==> src/design/hit_overlap_dedup_macros.svh <==
// Assertion macros for the hit overlap dedup block.
`ifndef HIT_OVERLAP_DEDUP_MACROS_SVH
`define HIT_OVERLAP_DEDUP_MACROS_SVH

`ifndef NO_ASSERTIONS

`define HOD_ASSERT_IMP(lbl, clk, rst_n, ante, cons, msg) \
  lbl: assert property (@(posedge clk) disable iff (!rst_n) (ante) |-> (cons)) \
    else $error(msg);

`define HOD_ASSERT_ALWAYS(lbl, clk, rst_n, cond, msg) \
  lbl: assert property (@(posedge clk) disable iff (!rst_n) (cond)) \
    else $error(msg);

`else

`define HOD_ASSERT_IMP(lbl, clk, rst_n, ante, cons, msg)

`define HOD_ASSERT_ALWAYS(lbl, clk, rst_n, cond, msg)

`endif

`endif

==> src/design/hod_pkg.sv <==
// Shared constants and types for the hit overlap dedup block.
`timescale 1ns / 1ps

package hod_pkg;

  localparam int MAX_HITS  = 64;
  localparam int HIT_AW    = $clog2(MAX_HITS);
  localparam int CNT_W     = HIT_AW + 1;

  localparam int REF_W     = 16;
  localparam int POS_W     = 32;
  localparam int LEN_W     = 16;
  localparam int GAP_W     = 20;
  localparam int FRAC_W    = 16;
  localparam int WIN_W     = GAP_W + 1;
  localparam int PROD_W    = FRAC_W + LEN_W;
  localparam int CFG_W     = 20;
  localparam int CFG_IDX_W = 1;

  localparam logic [CFG_IDX_W-1:0] CFG_CHAIN_GAP = CFG_IDX_W'(0);
  localparam logic [CFG_IDX_W-1:0] CFG_RED_FRAC  = CFG_IDX_W'(1);

  localparam logic [GAP_W-1:0]  GAP_RESET  = GAP_W'(10000);
  localparam logic [FRAC_W-1:0] FRAC_RESET = FRAC_W'(62259);

  typedef struct packed {
    logic [REF_W-1:0] ref_id;
    logic             strand_rev;
    logic [POS_W-1:0] position;
  } hit_t;

  typedef struct packed {
    logic excl;
    hit_t hit;
  } entry_t;

  typedef struct packed {
    logic in_window;
    logic overlap;
  } cmp_t;

endpackage

==> src/design/hod_hit_ram.sv <==
// Hit store: one write port, one registered read port.
`timescale 1ns / 1ps

module hod_hit_ram (
  input  logic                        clk,
  input  logic                        we,
  input  logic [hod_pkg::HIT_AW-1:0]  waddr,
  input  hod_pkg::entry_t             wdata,
  input  logic                        re,
  input  logic [hod_pkg::HIT_AW-1:0]  raddr,
  output hod_pkg::entry_t             rd_data
);

  hod_pkg::entry_t mem [hod_pkg::MAX_HITS];
  hod_pkg::entry_t rd_data_r;

  always_ff @(posedge clk) begin
    if (we) begin
      mem[waddr] <= wdata;
    end
    if (re) begin
      rd_data_r <= mem[raddr];
    end
  end

  assign rd_data = rd_data_r;

endmodule

==> config.mk <==
export PLATFORM = sky130hd
export DESIGN_NAME = hod_hit_ram
export DESIGN_NICKNAME = d
export VERILOG_FILES = /design/src/design/hit_overlap_dedup_macros.svh /design/src/design/hod_pkg.sv /design/src/design/hod_hit_ram.sv
export SDC_FILE = /design/constraint.sdc
export NUM_CORES = 2
export LEC_CHECK = 0
export ABC_CLOCK_PERIOD_IN_PS = 5310
export BUFFER_PORTS_ARGS = -buffer_cell sky130_fd_sc_hd__buf_2
export CORE_MARGIN = 2
export CORE_UTILIZATION = 57
export DETAILED_ROUTE_END_ITERATION = 10
export GPL_TIMING_DRIVEN = 0
export PLACE_DENSITY_LB_ADDON = 0.15
export SETUP_SLACK_MARGIN = 0.5
export SKIP_CTS_REPAIR_TIMING = 1
export SKIP_LAST_GASP = 1
export SLEW_MARGIN = 40
export SYNTH_ARGS = -nofsm -noshare
export SYNTH_HDL_FRONTEND = slang
export SYNTH_SLANG_ARGS = --single-unit
export TNS_END_PERCENT = 1
==> constraint.sdc <==
create_clock -name clk -period 5.31 [get_ports clk]
set_input_delay 0.531 -clock clk [delete_from_list [all_inputs] [get_ports clk]]
set_output_delay 0.531 -clock clk [all_outputs]
set_load 0.005 [all_outputs]
== Word level (Yosys, flattened, before mapping) ==
Memory sizes are Yosys's and may differ from the RTL's. A register that Yosys moved wholly into a read port is not among the register bits.
Index checks and enable logic that the tools add are counted.

* Register bits after elaboration: 0
* Memories kept: 1
* Output and inout bits: 50
* Word-level logic and storage cells: 3
* Bits of input ports: 65
* Memory bits (writable): 3200
* Memory bits (read-only): 0
* Latch bits: 0

{| class="wikitable"
|+ Memories
! name !! depth !! bits a word !! rd ports !! clocked after memory_dff !! write ports !! line !! RTL
|-
| mem || 64 || 50 || 1 || 1 || 1 || hod_hit_ram.sv:14 || <nowiki>hod_pkg::entry_t mem [hod_pkg::MAX_HITS];</nowiki>
|}

* Bitwise gates (word level): 0
* Multipliers: 0
* Reductions and logical operators: 0
* Magnitude comparators: 0
* Div/mod/pow operators: 0
* Muxes and demuxes: 2
* Add/subtract/negate cells: 0
* Equality and inequality tests: 0
* Shift operators: 0

{| class="wikitable"
|+ Operators with widths
! kind !! number
|-
| $mux W1 || 2
|}

== Depth between registers and ports, before layout ==
* Depth after elaboration: 2
* Gate-level depth with buffers: 10
* Depth with buffers taken out: 5

== Worst setup path before layout ==
Ideal clock, no wire load.

* Path kind: input port to flip-flop
* Start: in waddr[3] in the netlist's numbering
* End: mem mem[48][0] in the netlist's numbering (enable)
* Data required time: 4791 ps
* Path buffers: 1
* Stages on the path: 4
* Data arrival time: 4437 ps
* Setup time: 519 ps
* Path slack: 354 ps
* Cell sequence: clkbuf_1 > nor2b_1 > nand4b_1 > nor3_1

{| class="wikitable"
|+ RTL lines
! element !! line !! RTL
|-
| start, declared || hod_hit_ram.sv:7 || <nowiki>input logic [hod_pkg::HIT_AW-1:0] waddr,</nowiki>
|-
| end, declared || hod_hit_ram.sv:14 ||
|}

Straight into the memory's write port.

==> flow_metrics.tcl <==
set metrics [dict create \
    syn-cell-area_mm2 0.123 \
    pre_cts_ws_ns 0.708 \
    cts_buffers 338 \
    critical_path.endpoint_type "flop" \
    r2r_start "mem[55][24]" \
    worst-r2r-setup-slack_ns 2.93 \
    drtPass1Iterations 8 \
    fin_ws_ns 1.45 \
    synth.distinct_cells 44 \
    reg2regPathDepth 4 \
    ys_ff_latch 3250 \
    crit_end "rd_data[45]" \
    synth_nets 5522 \
    fin_cells 9300 \
    worst_ir_drop_vdd_mv 0.380 \
    ys_top_cells_by_area "edfxtp_1 (79%), mux4_2 (13%), mux2i_1 (1.9%)" \
    path_max_fanout 10 \
    antenna_found_initial 22 \
    initial_core_util 0.574 \
    crit_required_ns 5.96 \
    use_met3 0.0937 \
    drive_above_1_share 0.294 \
    dp_hpwl_um 255000 \
    layout_common_cells "edfxtp_1 (3250), mux4_2 (690), clkbuf_16 (347), mux2i_1 (229), clkbuf_1 (154)" \
    grt_pass1_wl_um 512000 \
    fp.coreArea_mm2 0.215 \
    hold_ws_ns 0.121 \
    layout.nets 6281 \
    area_delta_synth_final_pct 17.4 \
    routed_wl_um 376000 \
    synth-async-reset-ratio 0 \
    drtIter0Drc 11400 \
    clk_latency_ns 0.97 \
    cts_sinks 3250 \
    setup-tns-final_ns 0 \
    critPathArrivalTime_ns 4.51 \
    vias_per_cell 7.03 \
    slew_headroom 0.357 \
    io_pins 115 \
    gp_congestion 0.859 \
    seq_area_frac_synth 0.791 \
    final_common_cell "edfxtp_1" \
    power.leakage_uw 0.0462 \
    p_total_uw 54000 \
    die_x_um 469 \
    start_kind "input port" \
    synth.avg_cell_area_um2 22.6 \
    cts-root-buf "clkbuf_16" \
    cp-startpoint "raddr[2]" \
    setup_viol 0 \
    die_area_mm2 0.220 \
    ys.flop_type "edfxtp_1" \
    vias 65400 \
    use_met2 0.509 \
    die_y_um 469 \
    synth_top_area_cell "edfxtp_1" \
    status "completed" \
    drc 0 \
    r2r-end "rd_data[24]" \
    clockBufferDepth 4 \
    cts_tree "done" \
    hold_class "in -> reg" \
    fp-row-count 170 \
    final.period_utilization 0.727 \
    grtUsageMet1 0.483 \
    min_period_ns 3.86 \
    syn_inst 5457 \
    path_clk_slew_ns 0.06 \
    synth_edf_count 3250 \
    hold_viol_final 0 \
    ctsHtreeMaxLevel 5 \
    overflow 0 \
    rsz0062_at_grt "false" \
    finalClockSkew_ns 0.0492 \
    grt_util_all_layers 0.342 \
    final_antenna_net_count 0 \
    routedWlPerCell_um 40.5 \
    power.density_mw_per_mm2 372 \
    timing_worst_setup_path_type "in -> reg" \
    top_usage_layer "met2" \
    maxCapViolCount 0 \
    worst_pin_slew_ns 0.964 \
    io_buffers 104 \
    yosys_warnings 0 \
    grt_max_degree 65 \
    drv_slew 0 \
    timing.fmax_ghz 0.259 \
    grt_pass1_vias 63300 \
    dp_cells 8710 \
    yosys.area.top_type_share 0.791 \
]
worst min-delay path by stage:
| stage | endpoint | startpoint | depth (start not counted) | slack (ns) |
|---|---|---|---|---|
| CTS | rd_data[29] | re | 1 | -0.05 |
| floorplan | mem[0][0] | wdata[0] | 0 | 0.63 |
| finish | mem[0][33] | wdata[33] | 1 | 0.12 |
| global placement | rd_data[30] | rd_data[30] | 1 | 0.92 |
| global route | mem[21][42] | wdata[42] | 1 | 0.13 |
| detailed placement | rd_data[33] | rd_data[33] | 1 | 0.92 |
routing by layer:
| metal | part of all wire | vias to the layer above |
|---|---|---|
| met1 | 0.36 | 34200 |
| met5 | 0.000093 | - |
| met2 | 0.45 | 5307 |
| met4 | 0.053 | 6 |
| li1 | - | 24900 |
| met3 | 0.14 | 915 |
worst max-delay path, stage by stage:
cell and delay, ns:
buf_2 0.19, buf_2 0.35, buf_2 0.36, buf_2 0.62, buf_2 0.69, buf_1 0.51, nand3_1 0.17, nand4_1 0.33
o21ai_1 0.21, a21oi_1 0.48
layout make-up:
| type | instances | area, um2 |
|---|---|---|
| inverter | 1 | 3.75 |
| timing repair buffer | 419 | 7010 |
| tap | 2838 | 3550 |
| clock inverter | 165 | 1320 |
| antenna | 11 | 27.5 |
| sequential | 3250 | 97600 |
| multi-input combinational | 1888 | 24700 |
| fill | 13200 | 70200 |
| clock buffer | 410 | 8920 |
| buffer | 318 | 1740 |
power by group:
group / total [uW] / internal [uW] / switching, uW
clock: 22500 / 12900 / 9540
combinational: 2970 / 970 / 2000
sequential: 28500 / 28500 / 53.8
total: 54000 / 42400 / 11600
flip-flops by register name (all words and copies together) (netlist names):
register and cells:
mem 3200, rd_data 50
stage by stage:
stage,util,area [um2]
3_5_place_dp,0.626,135000
3_3_place_gp,0.593,128000
2_1_floorplan,-,123000
5_1_grt,0.674,145000
4_1_cts,0.673,145000
6_report,0.674,145000
logic make-up (layout without fill, tap and decap cells):
| family | after synthesis | in the layout | share of synthesized area |
|---|---|---|---|
| DFF | 3250 | 3250 | 0.791 |
| muxes | 1003 | 1003 | 0.152 |
| and+or+nand+nor | 446 | 446 | 0.0174 |
| AOI/OAI and AO/OA | 439 | 439 | 0.0266 |
| buffers and inverters | 319 | 1313 | 0.0134 |
| other | 0 | 11 | 0 |
synth_stat cells, drive strengths merged, types with 26 or more instances:
library cell     n
o22ai          126
nor2            98
buf            164
nand2          110
nand3           98
edfxtp        3250
a22oi           80
a21oi           26
nor2b           28
o221ai          55
nand4           65
mux4           690
a211oi          32
mux2i          229
a221o           36
mux2            84
clkbuf         154
(Power assumes the default switching activity.)
