===== src/design/hit_overlap_dedup_macros.svh =====
// Assertion macros for the hit overlap dedup block.
`ifndef HIT_OVERLAP_DEDUP_MACROS_SVH
`define HIT_OVERLAP_DEDUP_MACROS_SVH

`ifndef NO_ASSERTIONS

`define HOD_ASSERT_IMP(lbl, clk, rst_n, ante, cons, msg) \
  lbl: assert property (@(posedge clk) disable iff (!rst_n) (ante) |-> (cons)) \
    else $error(msg);

`define HOD_ASSERT_ALWAYS(lbl, clk, rst_n, cond, msg) \
  lbl: assert property (@(posedge clk) disable iff (!rst_n) (cond)) \
    else $error(msg);

`else

`define HOD_ASSERT_IMP(lbl, clk, rst_n, ante, cons, msg)

`define HOD_ASSERT_ALWAYS(lbl, clk, rst_n, cond, msg)

`endif

`endif


===== src/design/hod_pkg.sv =====
// Shared constants and types for the hit overlap dedup block.
`timescale 1ns / 1ps

package hod_pkg;

  localparam int MAX_HITS  = 64;
  localparam int HIT_AW    = $clog2(MAX_HITS);
  localparam int CNT_W     = HIT_AW + 1;

  localparam int REF_W     = 16;
  localparam int POS_W     = 32;
  localparam int LEN_W     = 16;
  localparam int GAP_W     = 20;
  localparam int FRAC_W    = 16;
  localparam int WIN_W     = GAP_W + 1;
  localparam int PROD_W    = FRAC_W + LEN_W;
  localparam int CFG_W     = 20;
  localparam int CFG_IDX_W = 1;

  localparam logic [CFG_IDX_W-1:0] CFG_CHAIN_GAP = CFG_IDX_W'(0);
  localparam logic [CFG_IDX_W-1:0] CFG_RED_FRAC  = CFG_IDX_W'(1);

  localparam logic [GAP_W-1:0]  GAP_RESET  = GAP_W'(10000);
  localparam logic [FRAC_W-1:0] FRAC_RESET = FRAC_W'(62259);

  typedef struct packed {
    logic [REF_W-1:0] ref_id;
    logic             strand_rev;
    logic [POS_W-1:0] position;
  } hit_t;

  typedef struct packed {
    logic excl;
    hit_t hit;
  } entry_t;

  typedef struct packed {
    logic in_window;
    logic overlap;
  } cmp_t;

endpackage


===== src/design/hod_cmp.sv =====
// Window and overlap test of a later hit against an earlier one.
`timescale 1ns / 1ps

module hod_cmp (
  input  hod_pkg::hit_t                  p_hit,
  input  hod_pkg::hit_t                  q_hit,
  input  logic [hod_pkg::LEN_W-1:0]      len,
  input  logic [hod_pkg::WIN_W-1:0]      len_gap,
  input  logic [hod_pkg::PROD_W-1:0]     thr_prod,
  output hod_pkg::cmp_t                  res
);

  logic [hod_pkg::POS_W:0]   win_end;
  logic [hod_pkg::POS_W+1:0] diff;
  logic                      diff_pos;
  logic                      diff_big;
  logic                      diff_gt;

  always_comb begin
    win_end  = (hod_pkg::POS_W+1)'(q_hit.position) + (hod_pkg::POS_W+1)'(len_gap);
    diff     = (hod_pkg::POS_W+2)'(q_hit.position) + (hod_pkg::POS_W+2)'(len)
             - (hod_pkg::POS_W+2)'(p_hit.position);
    diff_pos = !diff[hod_pkg::POS_W+1] && (diff != '0);
    // diff of 2^LEN_W or more always beats the product
    diff_big = |diff[hod_pkg::POS_W:hod_pkg::LEN_W];
    diff_gt  = {diff[hod_pkg::LEN_W-1:0], hod_pkg::FRAC_W'(0)} > thr_prod;

    res.in_window = (p_hit.ref_id == q_hit.ref_id)
                 && (p_hit.strand_rev == q_hit.strand_rev)
                 && ((hod_pkg::POS_W+1)'(p_hit.position) < win_end);
    res.overlap   = diff_pos && (diff_big || diff_gt);
  end

endmodule


===== config.mk =====
export PLATFORM = sky130hd
export DESIGN_NAME = hod_cmp
export DESIGN_NICKNAME = d
export VERILOG_FILES = /design/src/design/hit_overlap_dedup_macros.svh /design/src/design/hod_pkg.sv /design/src/design/hod_cmp.sv
export SDC_FILE = /design/constraint.sdc
export NUM_CORES = 1
export LEC_CHECK = 0
export BUFFER_PORTS_ARGS = -buffer_cell sky130_fd_sc_hd__buf_2
export CELL_PAD_IN_SITES_DETAIL_PLACEMENT = 0
export CELL_PAD_IN_SITES_GLOBAL_PLACEMENT = 1
export CORE_MARGIN = 2
export CORE_UTILIZATION = 33
export DETAILED_ROUTE_END_ITERATION = 10
export PLACE_DENSITY = 0.8
export SYNTH_ARGS = -nofsm -noshare
export SYNTH_HDL_FRONTEND = slang
export SYNTH_SLANG_ARGS = --single-unit

===== constraint.sdc =====
create_clock -name vclk -period 6.6
set_clock_uncertainty 0.05 [all_clocks]
set_input_delay 1.32 -clock vclk [all_inputs]
set_output_delay 1.32 -clock vclk [all_outputs]
set_load 0.05 [all_outputs]

* Word level (Yosys, flattened, before mapping)
Cells that the tools add are included.
** Storage, ports and cells
- Register bits after elaboration :: 0
- Input port bits :: 167
- Output and inout bits :: 2
- Word-level logic and storage cells :: 15
** Operators by class
- Reduce and logical (&&, ||, !) cells :: 8
- $add $sub $neg :: 3
- Order comparisons :: 2
- Equality and inequality tests :: 2
** Operators by type and width (count)
- 34-bit nonzero test :: 1
- 33-bit by 32-bit subtractor with 34-bit output :: 1
- 32-bit by 16-bit adder with 33-bit output :: 1
- 32-bit by 21-bit adder with 33-bit output :: 1
- 32-bit by 33-bit less-than comparator with 1-bit output :: 1
- 32-bit > comparator :: 1
- 17-bit OR reduction :: 1
- 16-bit equality test :: 1
- 1-bit logical AND :: 4
- 1-bit equality test :: 1
- 1-bit zero test :: 1
- 1-bit logical OR :: 1

* Longest topological paths before layout
Gate-level depths: netlist of run 1.
- Depth after elaboration :: 5
- Gate-level depth with buffers :: 22
- Gate-level depth less buffers :: 22

* Worst setup path after synthesis of run 1
Ideal clock, no wire load.
- Path kind :: input to output
- From :: in q_hit[0] (netlist bit)
- To :: out res[1] (netlist bit)
- Stages :: 21
- Required time :: 5230 ps
- Data arrival time :: 5514 ps
- Path slack :: -284 ps
- Path buffers :: 0
- Cell sequence :: ha_1 fa_1 a21o_1 a21oi_1 o21ai_1 a21oi_1 o211ai_1 nand3_1 a21oi_1 o41ai_1 nor2b_1 xnor2_1 ha_1 a21o_1 a21o_1 a21oi_1 o2111a_1 o21ai_0 a31oi_1 o211ai_1 o31ai_1
** RTL lines
- start: declaration :: RTL line hod_cmp.sv:6 : input hod_pkg::hit_t q_hit,
- end: declaration :: RTL line hod_cmp.sv:10 : output hod_pkg::cmp_t res

==> flow_summary.ini, run 1 <==
[logic_synthesis]
synth_most_common_cell = ha_1
synth_cell_types = 62
synth_area_per_cell_um2 = 7.42
yosys_warnings = 0
syn_nets = 981
yosysSeqAreaShare_pct = 0
synth_common_cells = 117 x ha_1, 113 x inv_1, 51 x a21oi_1
netlist.area_leader.share_pct = 29.0
ys_top_cells_by_area = ha_1 29%, inv_1 8.4%, fa_1 7.1%
synthCells = 679
netlist_area_um2 = 5040
yosysTopAreaCell = ha_1

[die]
rows = 45
pin_count = 169
initial_core_util_pct = 33.4
dieHeight_um = 128
core_region_area_um2 = 15100
dieArea_um2 = 16300
die_x_um = 128

[cells_and_area]
fillers = 1532
drive_gt1_share_pct = 34.4
seq_cells = 0
antenna_cells = 0
stdcell_area_um2 = 7160
multi_input_comb_area_um2 = 4850
register_area_um2 = 0
final_nets = 1250
area_delta_synth_final_pct = 41.9
clkbuf_count = 0

[route]
drc = 0
ant_nets = 0
wl_per_cell_um = 12.5
drt-pass1-iter-count = 4
vias_per_cell = 4.94
first_iter_violations = 144
totalWireLength_mm = 14.1
via_count = 5603

[min_path]
hold_end = res[1]
hp-class = input pin to output port
hold_depth = 4
worstHoldStart = q_hit[31]

[pwr]
ir_drop_mv = 0.0570
p_per_area_nw_per_um2 = 139
leakagePower_nw = 3.94

[worst_setup_path]
worst_setup_path_start_kind = input pin
cp_max_fo = 3
cp.arrival_ns = 5.43
critPathCaptureType = output port
cp.required_ns = 5.23
crit_type = input pin to output port
critPathLaunch = p_hit[1]

[timing]
slew_violations = 0
fmax_mhz = 147
fin_crit_ns = 6.80
fin_ws_ns = -0.198
hold_viol_final = 0
rsz0062_at_grt = true
finalCritPeriodShare_pct = 103
max_slew_margin_pct = 40.9
worstMarginPinSlew_ns = 0.876
setup_viol_count_final = 2

[run_status]
status = finished with violations
violations = negative setup slack

[global_routing]
grt_usage_pct = 16.6
overflow = 0
grt_pass1_wl_mm = 23.3
grt_pass1_vias = 5335
grt_max_degree = 12
antenna_found_initial = 0

[place]
portBuffers = 169
dpl_cell_area_um2 = 6760
dpl.hpwl_mm = 12.5
pre_cts_slack_ns = -0.581
place.gp.congestion = 0.838

[run]
drv_cap = 0
## layout make-up
| type | instances | area share, % |
|---|---|---|
| inverters | 113 | 5.93 |
| well taps | 188 | 3.29 |
| multi-input cells | 562 | 67.8 |
| repair buffers | 271 | 23.0 |
## worst max path at each step
stage | to | slack [ns] | cells after the start
floorplan | res[1] | 0.009 | 21
global placement | res[1] | -0.52 | 24
detailed placement | res[1] | -0.58 | 23
CTS | res[0] | -0.19 | 20
global route | res[0] | -0.41 | 19
finish | res[0] | -0.20 | 20
## power breakdown
group	internal, mW	switching [mW]	leakage, nW
clock network	0	0	0
logic	0.515	0.481	3.94
registers	0	0	0
## per-layer routing
layer | GRT usage, % | wire (um) | up-vias
met5 | 0 | 0 | -
met4 | 1.49 | 142 | 0
met3 | 0.419 | 439 | 6
met2 | 30.0 | 6550 | 102
met1 | 22.8 | 7010 | 2509
li1 | - | - | 2986
## timing repair
action | CTS | global route
setup endpoints to repair | 2 | 2
gates resized for setup | 31 | 28
buffers inserted | 10 | 8
pin swaps | 38 | 37
hold buffers | 0 | 0
## cell families (layout without fill, tap and decap cells)
logic type               Yosys count  count (layout)  synth area share (%)
XOR/XNOR                          67              67                  11.6
multiplexers                       1               1                 0.199
buffers and inverters            117             384                  8.86
AO/OA/AOI/OAI                    202             202                  26.5
adder cells (fa/ha/maj)          135             135                  36.2
AND/OR/NAND/NOR                  157             157                  16.6
## worst max-delay path, stage by stage
cell and delay, ns:
buf_6 0.10, fa_1 0.54, inv_2 0.06, ha_4 0.20, a211o_1 0.30, a211o_1 0.36, a31oi_4 0.21, o31ai_2 0.08
xor2_1 0.20, ha_1 0.35, nand4_1 0.11, nor2_2 0.16, nand4_1 0.14, inv_1 0.09, o22ai_1 0.08, a21boi_2 0.16
or4b_4 0.54, o21ai_1 0.15, o211ai_1 0.11, buf_4 0.20
## layout by cell type, fill, tap and decap left out, types with 4 or more instances in the layout
cell type	Yosys	routed
nor3_1	12	11
nand3_1	8	7
xnor2_1	38	37
ha_4	0	4
nor2_1	26	25
a21oi_1	51	41
inv_1	113	111
o21a_1	5	5
nor4_1	5	5
nand2_1	39	38
buf_2	0	163
o21bai_1	7	7
or4_1	5	5
buf_4	0	104
o211ai_1	7	7
a21oi_2	0	7
nand4_1	16	16
ha_1	117	111
xor2_1	29	29
a311oi_1	4	4
o21ai_1	11	12
a211oi_1	10	7
a211o_1	4	4
or2_2	4	4
a31oi_1	10	8
and3_1	12	12
o21ai_2	0	4
a21o_1	40	40
nand2b_1	4	4
o21ai_0	23	18
fa_1	18	16
nor2b_1	6	6
nand3b_1	4	4
## through the flow
| step | power, mW | util [%] | instances | TNS, ns | hold slack (ns) |
|---|---|---|---|---|---|
| after floorplan | 0.569 | - | 679 | 0 | 2.82 |
| after global placement | 0.895 | 44.8 | 1116 | -0.867 | 3.05 |
| after detailed placement | 0.900 | 44.8 | 1116 | -0.981 | 3.05 |
| after CTS | 0.962 | 46.1 | 1126 | -0.340 | 3.00 |
| after global routing | 1.12 | 47.4 | 1134 | -0.720 | 3.04 |
| final | 0.996 | 47.4 | 1134 | -0.214 | 2.99 |
Note: power is estimated with default switching activity, not from simulation.
==> run 2: changes to the inputs <==
--- a/config.mk
+++ b/config.mk
@@ -5,13 +5,14 @@
 export SDC_FILE = /design/constraint.sdc
 export NUM_CORES = 1
 export LEC_CHECK = 0
+export ABC_AREA = 1
 export BUFFER_PORTS_ARGS = -buffer_cell sky130_fd_sc_hd__buf_2
 export CELL_PAD_IN_SITES_DETAIL_PLACEMENT = 0
 export CELL_PAD_IN_SITES_GLOBAL_PLACEMENT = 1
 export CORE_MARGIN = 2
 export CORE_UTILIZATION = 33
 export DETAILED_ROUTE_END_ITERATION = 10
-export PLACE_DENSITY = 0.8
+export PLACE_DENSITY = 0.81
 export SYNTH_ARGS = -nofsm -noshare
 export SYNTH_HDL_FRONTEND = slang
 export SYNTH_SLANG_ARGS = --single-unit
==> run 2 against run 1 <==
  * The run now ends clean
  * Routed wire length rose by 34%
  * Setup slack improved by 0.63 ns
  * Area after synthesis rose by 25%
  * First-iteration DRC count rose by 89%
  * Critical path depth rose by 5
  * Critical path type unchanged
  * Sequential share of layout area did not move
  * Worst hold slack improved by 0.18 ns
  * Non-clock buffer count fell by 101
  * Fmax rose by 10%
  * Flip-flop and latch count did not move
  * Clock-buffer cell count did not move
  * Total power fell by 12%
==> flow_summary.ini, run 2 <==
[route]
totalWireLength_mm = 18.9
via_count = 7062
drt-pass1-iter-count = 7
first_iter_violations = 272
ant_nets = 0
wl_per_cell_um = 12.4
drc = 0
vias_per_cell = 4.62

[clocking]
cts_resized = 0
cts_hold_buffers = 0
post_cts_buffers = 0

[die]
initial_core_util_pct = 33.7
die_x_um = 142
rows = 50
pin_count = 169
dieHeight_um = 142
dieArea_um2 = 20200
core_region_area_um2 = 18700

[cells_and_area]
layout_commonest_cell = nand2_1
register_area_um2 = 0
multi_input_comb_area_um2 = 5280
final_nets = 1597
antenna_cells = 0
drive_gt1_share_pct = 15.9
fillers = 2088
layout_common_cells = 334 x nand2_1, 272 x inv_1, 169 x buf_2
seq_cells = 0
area_delta_synth_final_pct = 18.2
clkbuf_count = 0

[logic_synthesis]
synth_common_cells = 334 x nand2_1, 272 x inv_1, 117 x ha_1
synth_xor_area_share_pct = 7.34
yosys_warnings = 0
synthSimpleGateAreaFrac_pct = 36.4
synthCells = 1123
synth_cell_types = 38
syn_nets = 1425
synth_compound_area_share_pct = 11.0
synth_area_per_cell_um2 = 5.61
netlist_area_um2 = 6300
netlist.area_leader.share_pct = 23.2
yosysTopAreaCell = ha_1
ys_top_cells_by_area = ha_1 23%, nand2_1 20%, inv_1 16%
synth_most_common_cell = nand2_1
synthAdderAreaFrac_pct = 28.9
synth_top_family_by_area = simple AND/OR/NAND/NOR gates
synthMuxAreaShare_pct = 0
yosysSeqAreaShare_pct = 0

[place]
place.gp.congestion = 0.921
portBuffers = 169
dpl.hpwl_mm = 17.8

[timing]
rsz0062_at_grt = false
max_slew_margin_pct = 73.3
fin_crit_ns = 6.16
finalCritPeriodShare_pct = 93.4
fmax_mhz = 162
fin_tns_setup_ns = 0
slew_violations = 0
worstMarginPinSlew_ns = 0.397
setup_viol_count_final = 0
hold_viol_final = 0

[global_routing]
antenna_found_initial = 0
overflow = 0
grt_pass1_vias = 6647
grt_pass1_wl_mm = 30.3
grt_usage_pct = 18.2
grt_max_degree = 9

[pwr]
ir_drop_mv = 0.0438
leakagePower_nw = 4.69
p_per_area_nw_per_um2 = 117
total_power_mw = 0.875

[worst_setup_path]
critPathCaptureType = output port
cp.arrival_ns = 4.79
cp_max_fo = 4
cp.required_ns = 5.23
crit_type = input pin to output port
worst_setup_path_start_kind = input pin

[min_path]
hp-class = input pin to output port

[run]
drv_cap = 0

[run_status]
status = completed
## run 2: final cells by class
| cell class | instances | share of cell area (%) |
|---|---|---|
| Inverter | 273 | 13.8 |
| Timing Repair Buffer | 170 | 11.5 |
| Tap cell | 234 | 3.93 |
| Multi-Input combinational cell | 850 | 70.9 |
## run 2: report_power, final
| group | switching (mW) | internal (mW) | leakage [nW] |
|---|---|---|---|
| combinational | 0.542 | 0.333 | 4.69 |
| sequential | 0 | 0 | 0 |
| clock | 0 | 0 | 0 |
## run 2: cell families (layout without fill, tap and decap cells)
group	Yosys count	after routing
simple gates	540	540
xor+xnor	52	52
buf+inv	273	443
fa+ha+maj	135	135
compound gates	123	123
## run 2: per-stage QoR
| stage | area [um2] | setup WS, ns | util, % | cells | hold WS (ns) |
|---|---|---|---|---|---|
| after global routing | 7450 | 0.0389 | 39.8 | 1527 | 3.24 |
| after floorplan | 6300 | 0.675 | - | 1123 | 3.00 |
| after detailed placement | 7450 | 0.419 | 39.8 | 1527 | 3.18 |
| final | 7450 | 0.437 | 39.8 | 1527 | 3.17 |
| after global placement | 7450 | 0.444 | 39.8 | 1527 | 3.18 |
| after CTS | 7450 | 0.412 | 39.8 | 1527 | 3.18 |
## run 2: final timing paths
check | start | slack, ns | cells after the start | to
setup / recovery | q_hit[1] | 0.44 | 25 | res[0]
hold / removal | q_hit[32] | 3.17 | 6 | res[1]
## run 2: per-layer routing
metal / GRT usage [%] / vias to the layer above / part of all wire [%]
met1: 24.0 / 3034 / 47
met3: 0.606 / 28 / 3.8
met2: 33.0 / 156 / 47
met5: 0 / - / 0
li1: - / 3844 / -
met4: 3.84 / 0 / 2.4
## run 2: worst max-delay path, cell delays in order
cell	delay, ns
buf_2	0.14
inv_1	0.07
fa_1	0.49
inv_1	0.07
fa_1	0.51
nand3_1	0.15
nand2_2	0.08
nand2_1	0.08
nand2_1	0.09
nand2_1	0.09
nand3b_1	0.08
nand2_1	0.11
inv_1	0.05
ha_1	0.26
nand2_1	0.06
inv_1	0.05
nand3_1	0.08
nor3_1	0.18
nand2_1	0.08
a21oi_1	0.13
nand2_1	0.14
nand2_1	0.09
nor2_1	0.05
nor2_1	0.07
buf_2	0.26
==> run 3: changes to the inputs <==
--- a/config.mk
+++ b/config.mk
@@ -10,9 +10,9 @@
 export CELL_PAD_IN_SITES_DETAIL_PLACEMENT = 0
 export CELL_PAD_IN_SITES_GLOBAL_PLACEMENT = 1
 export CORE_MARGIN = 2
-export CORE_UTILIZATION = 33
+export CORE_UTILIZATION = 34
 export DETAILED_ROUTE_END_ITERATION = 10
-export PLACE_DENSITY = 0.81
+export PLACE_DENSITY = 0.83
 export SYNTH_ARGS = -nofsm -noshare
 export SYNTH_HDL_FRONTEND = slang
 export SYNTH_SLANG_ARGS = --single-unit
==> run 3 against run 2 <==
  * Clock-buffer cell count did not move
  * Non-clock buffer count did not move
  * Setup slack got worse by 0.0059 ns
  * Fmax barely moved
  * Design area barely moved
  * Routed wire length fell by 0.88%
  * Critical path depth rose by 1
  * Combinational power barely moved
  * Die area fell by 2.9%
  * Largest power group unchanged
  * Highest routed layer unchanged
==> flow_summary.ini, run 3 (synthesized netlist as in run 2, its figures left out) <==
[run_status]
status = completed

[worst_setup_path]
crit_path_top_delay_cell = fa_1
cp-endpoint = res[0]
crit_buf_inv = 6
critPathCaptureType = output port
crit_type = input pin to output port
worst_setup_path_start_kind = input pin
cp_common_cell = nand2_1
cp_top_family = simple AND/OR/NAND/NOR gates
cp.required_ns = 5.23
critPathLaunch = q_hit[1]
critical_path_depth = 26
cp_max_fo = 4
max_stage_delay_ns = 0.51
cp.arrival_ns = 4.80

[route]
wl_per_cell_um = 12.3
via_count = 7018
drc = 0
totalWireLength_mm = 18.7
first_iter_violations = 295
drt-pass1-iter-count = 6
vias_per_cell = 4.61
ant_nets = 0

[cells_and_area]
layout_commonest_cell = nand2_1
area_delta_synth_final_pct = 18.1
multi_input_comb_area_um2 = 5280
seq_cells = 0
register_area_um2 = 0
fillers = 2051
final_nets = 1597
clkbuf_count = 0
drive_gt1_share_pct = 15.9
stdcell_area_um2 = 7450
layout_common_cells = 334 x nand2_1, 272 x inv_1, 168 x buf_2
antenna_cells = 0

[pwr]
seqPwrFrac_pct = 0
pwr-share-clk_pct = 0
leakagePower_nw = 4.69
p_per_area_nw_per_um2 = 117
combPwrFrac_pct = 100.0
p_sw_mw = 0.539
total_power_mw = 0.874
p_int_mw = 0.334
swShare_pct = 61.7
ir_drop_mv = 0.0410

[global_routing]
grt_pass1_vias = 6481
grt_usage_pct = 18.3
antenna_found_initial = 0
top_usage_layer = met2
overflow = 0
grt_pass1_wl_mm = 30.0
met1_usage_pct = 24.8
grt_max_degree = 9
use_met3_pct = 0.308
use_met2_pct = 33.1

[die]
pin_count = 169
rows = 49
dieArea_um2 = 19600
die_x_um = 140
core_region_area_um2 = 18100
initial_core_util_pct = 34.9
dieHeight_um = 140

[place]
dpl.hpwl_mm = 17.5
portBuffers = 169
dpl_cell_area_um2 = 7440
place.gp.congestion = 0.926

[timing]
fin_tns_setup_ns = 0
fin_crit_ns = 6.17
fmax_mhz = 162
setup_viol_count_final = 0
max_slew_margin_pct = 66.4
worstMarginPinSlew_ns = 0.498
worst_hold_slack_ns = 3.17
slew_violations = 0
hold_viol_final = 0
rsz0062_at_grt = false
finalCritPeriodShare_pct = 93.5

[min_path]
hp-class = input pin to output port

[clocking]
cts_hold_buffers = 0

[run]
drv_cap = 0
-- run 3: changes by cell type in the layout (fill, tap and decap cells not counted) --
cell and delta:
clkbuf_4 +1, buf_2 -1
-- run 3: per-layer routing --
layer	vias to the layer above	share of wire (%)
met5	-	0
met1	2998	48
li1	3846	-
met3	20	3.0
met4	0	1.9
met2	154	47
-- run 3: final cells by class --
cell class / count / share of cell area [%]
multi-input combinational: 850 / 70.9
timing repair buffer: 170 / 11.5
tap: 229 / 3.85
inverter: 273 / 13.8
-- run 3: power groups by stage --
| stage | Sequential, mW | Clock (mW) | Combinational (mW) |
|---|---|---|---|
| 2_1_floorplan | 0 | 0 | 0.632 |
| 3_3_place_gp | 0 | 0 | 0.866 |
| 3_5_place_dp | 0 | 0 | 0.873 |
| 4_1_cts | 0 | 0 | 0.877 |
| 5_1_grt | 0 | 0 | 1.01 |
| 6_report | 0 | 0 | 0.874 |
-- run 3: what timing repair did --
item / in CTS / in global routing
hold endpoints to repair: 0 / 0
endpoints found under the setup margin: 0 / 1
gates resized for setup: 0 / 1
buffers inserted: 0 / 0
-- run 3: worst min path at each step --
stage / start / end / slack [ns] / cells past startpoint
after floorplan: p_hit[32] / res[1] / 3.00 / 4
after global placement: q_hit[32] / res[1] / 3.16 / 6
after detailed placement: p_hit[30] / res[1] / 3.17 / 6
after CTS: p_hit[30] / res[1] / 3.17 / 6
after global routing: p_hit[30] / res[1] / 3.21 / 6
final: p_hit[30] / res[1] / 3.17 / 6
-- run 3: tightest hold or removal path, stage by stage --
cell and delay, ns:
buf_2 0.10, ha_1 0.13, a21oi_1 0.04, nand2_1 0.06, a21oi_1 0.05, buf_2 0.20
-- run 3: metrics by stage --
stage,cells,util (%),setup WS (ns)
after floorplan,1123,-,0.675
after global placement,1522,41.2,0.443
after detailed placement,1522,41.2,0.406
after CTS,1522,41.2,0.392
after global routing,1522,41.2,0.0179
final,1522,41.2,0.431
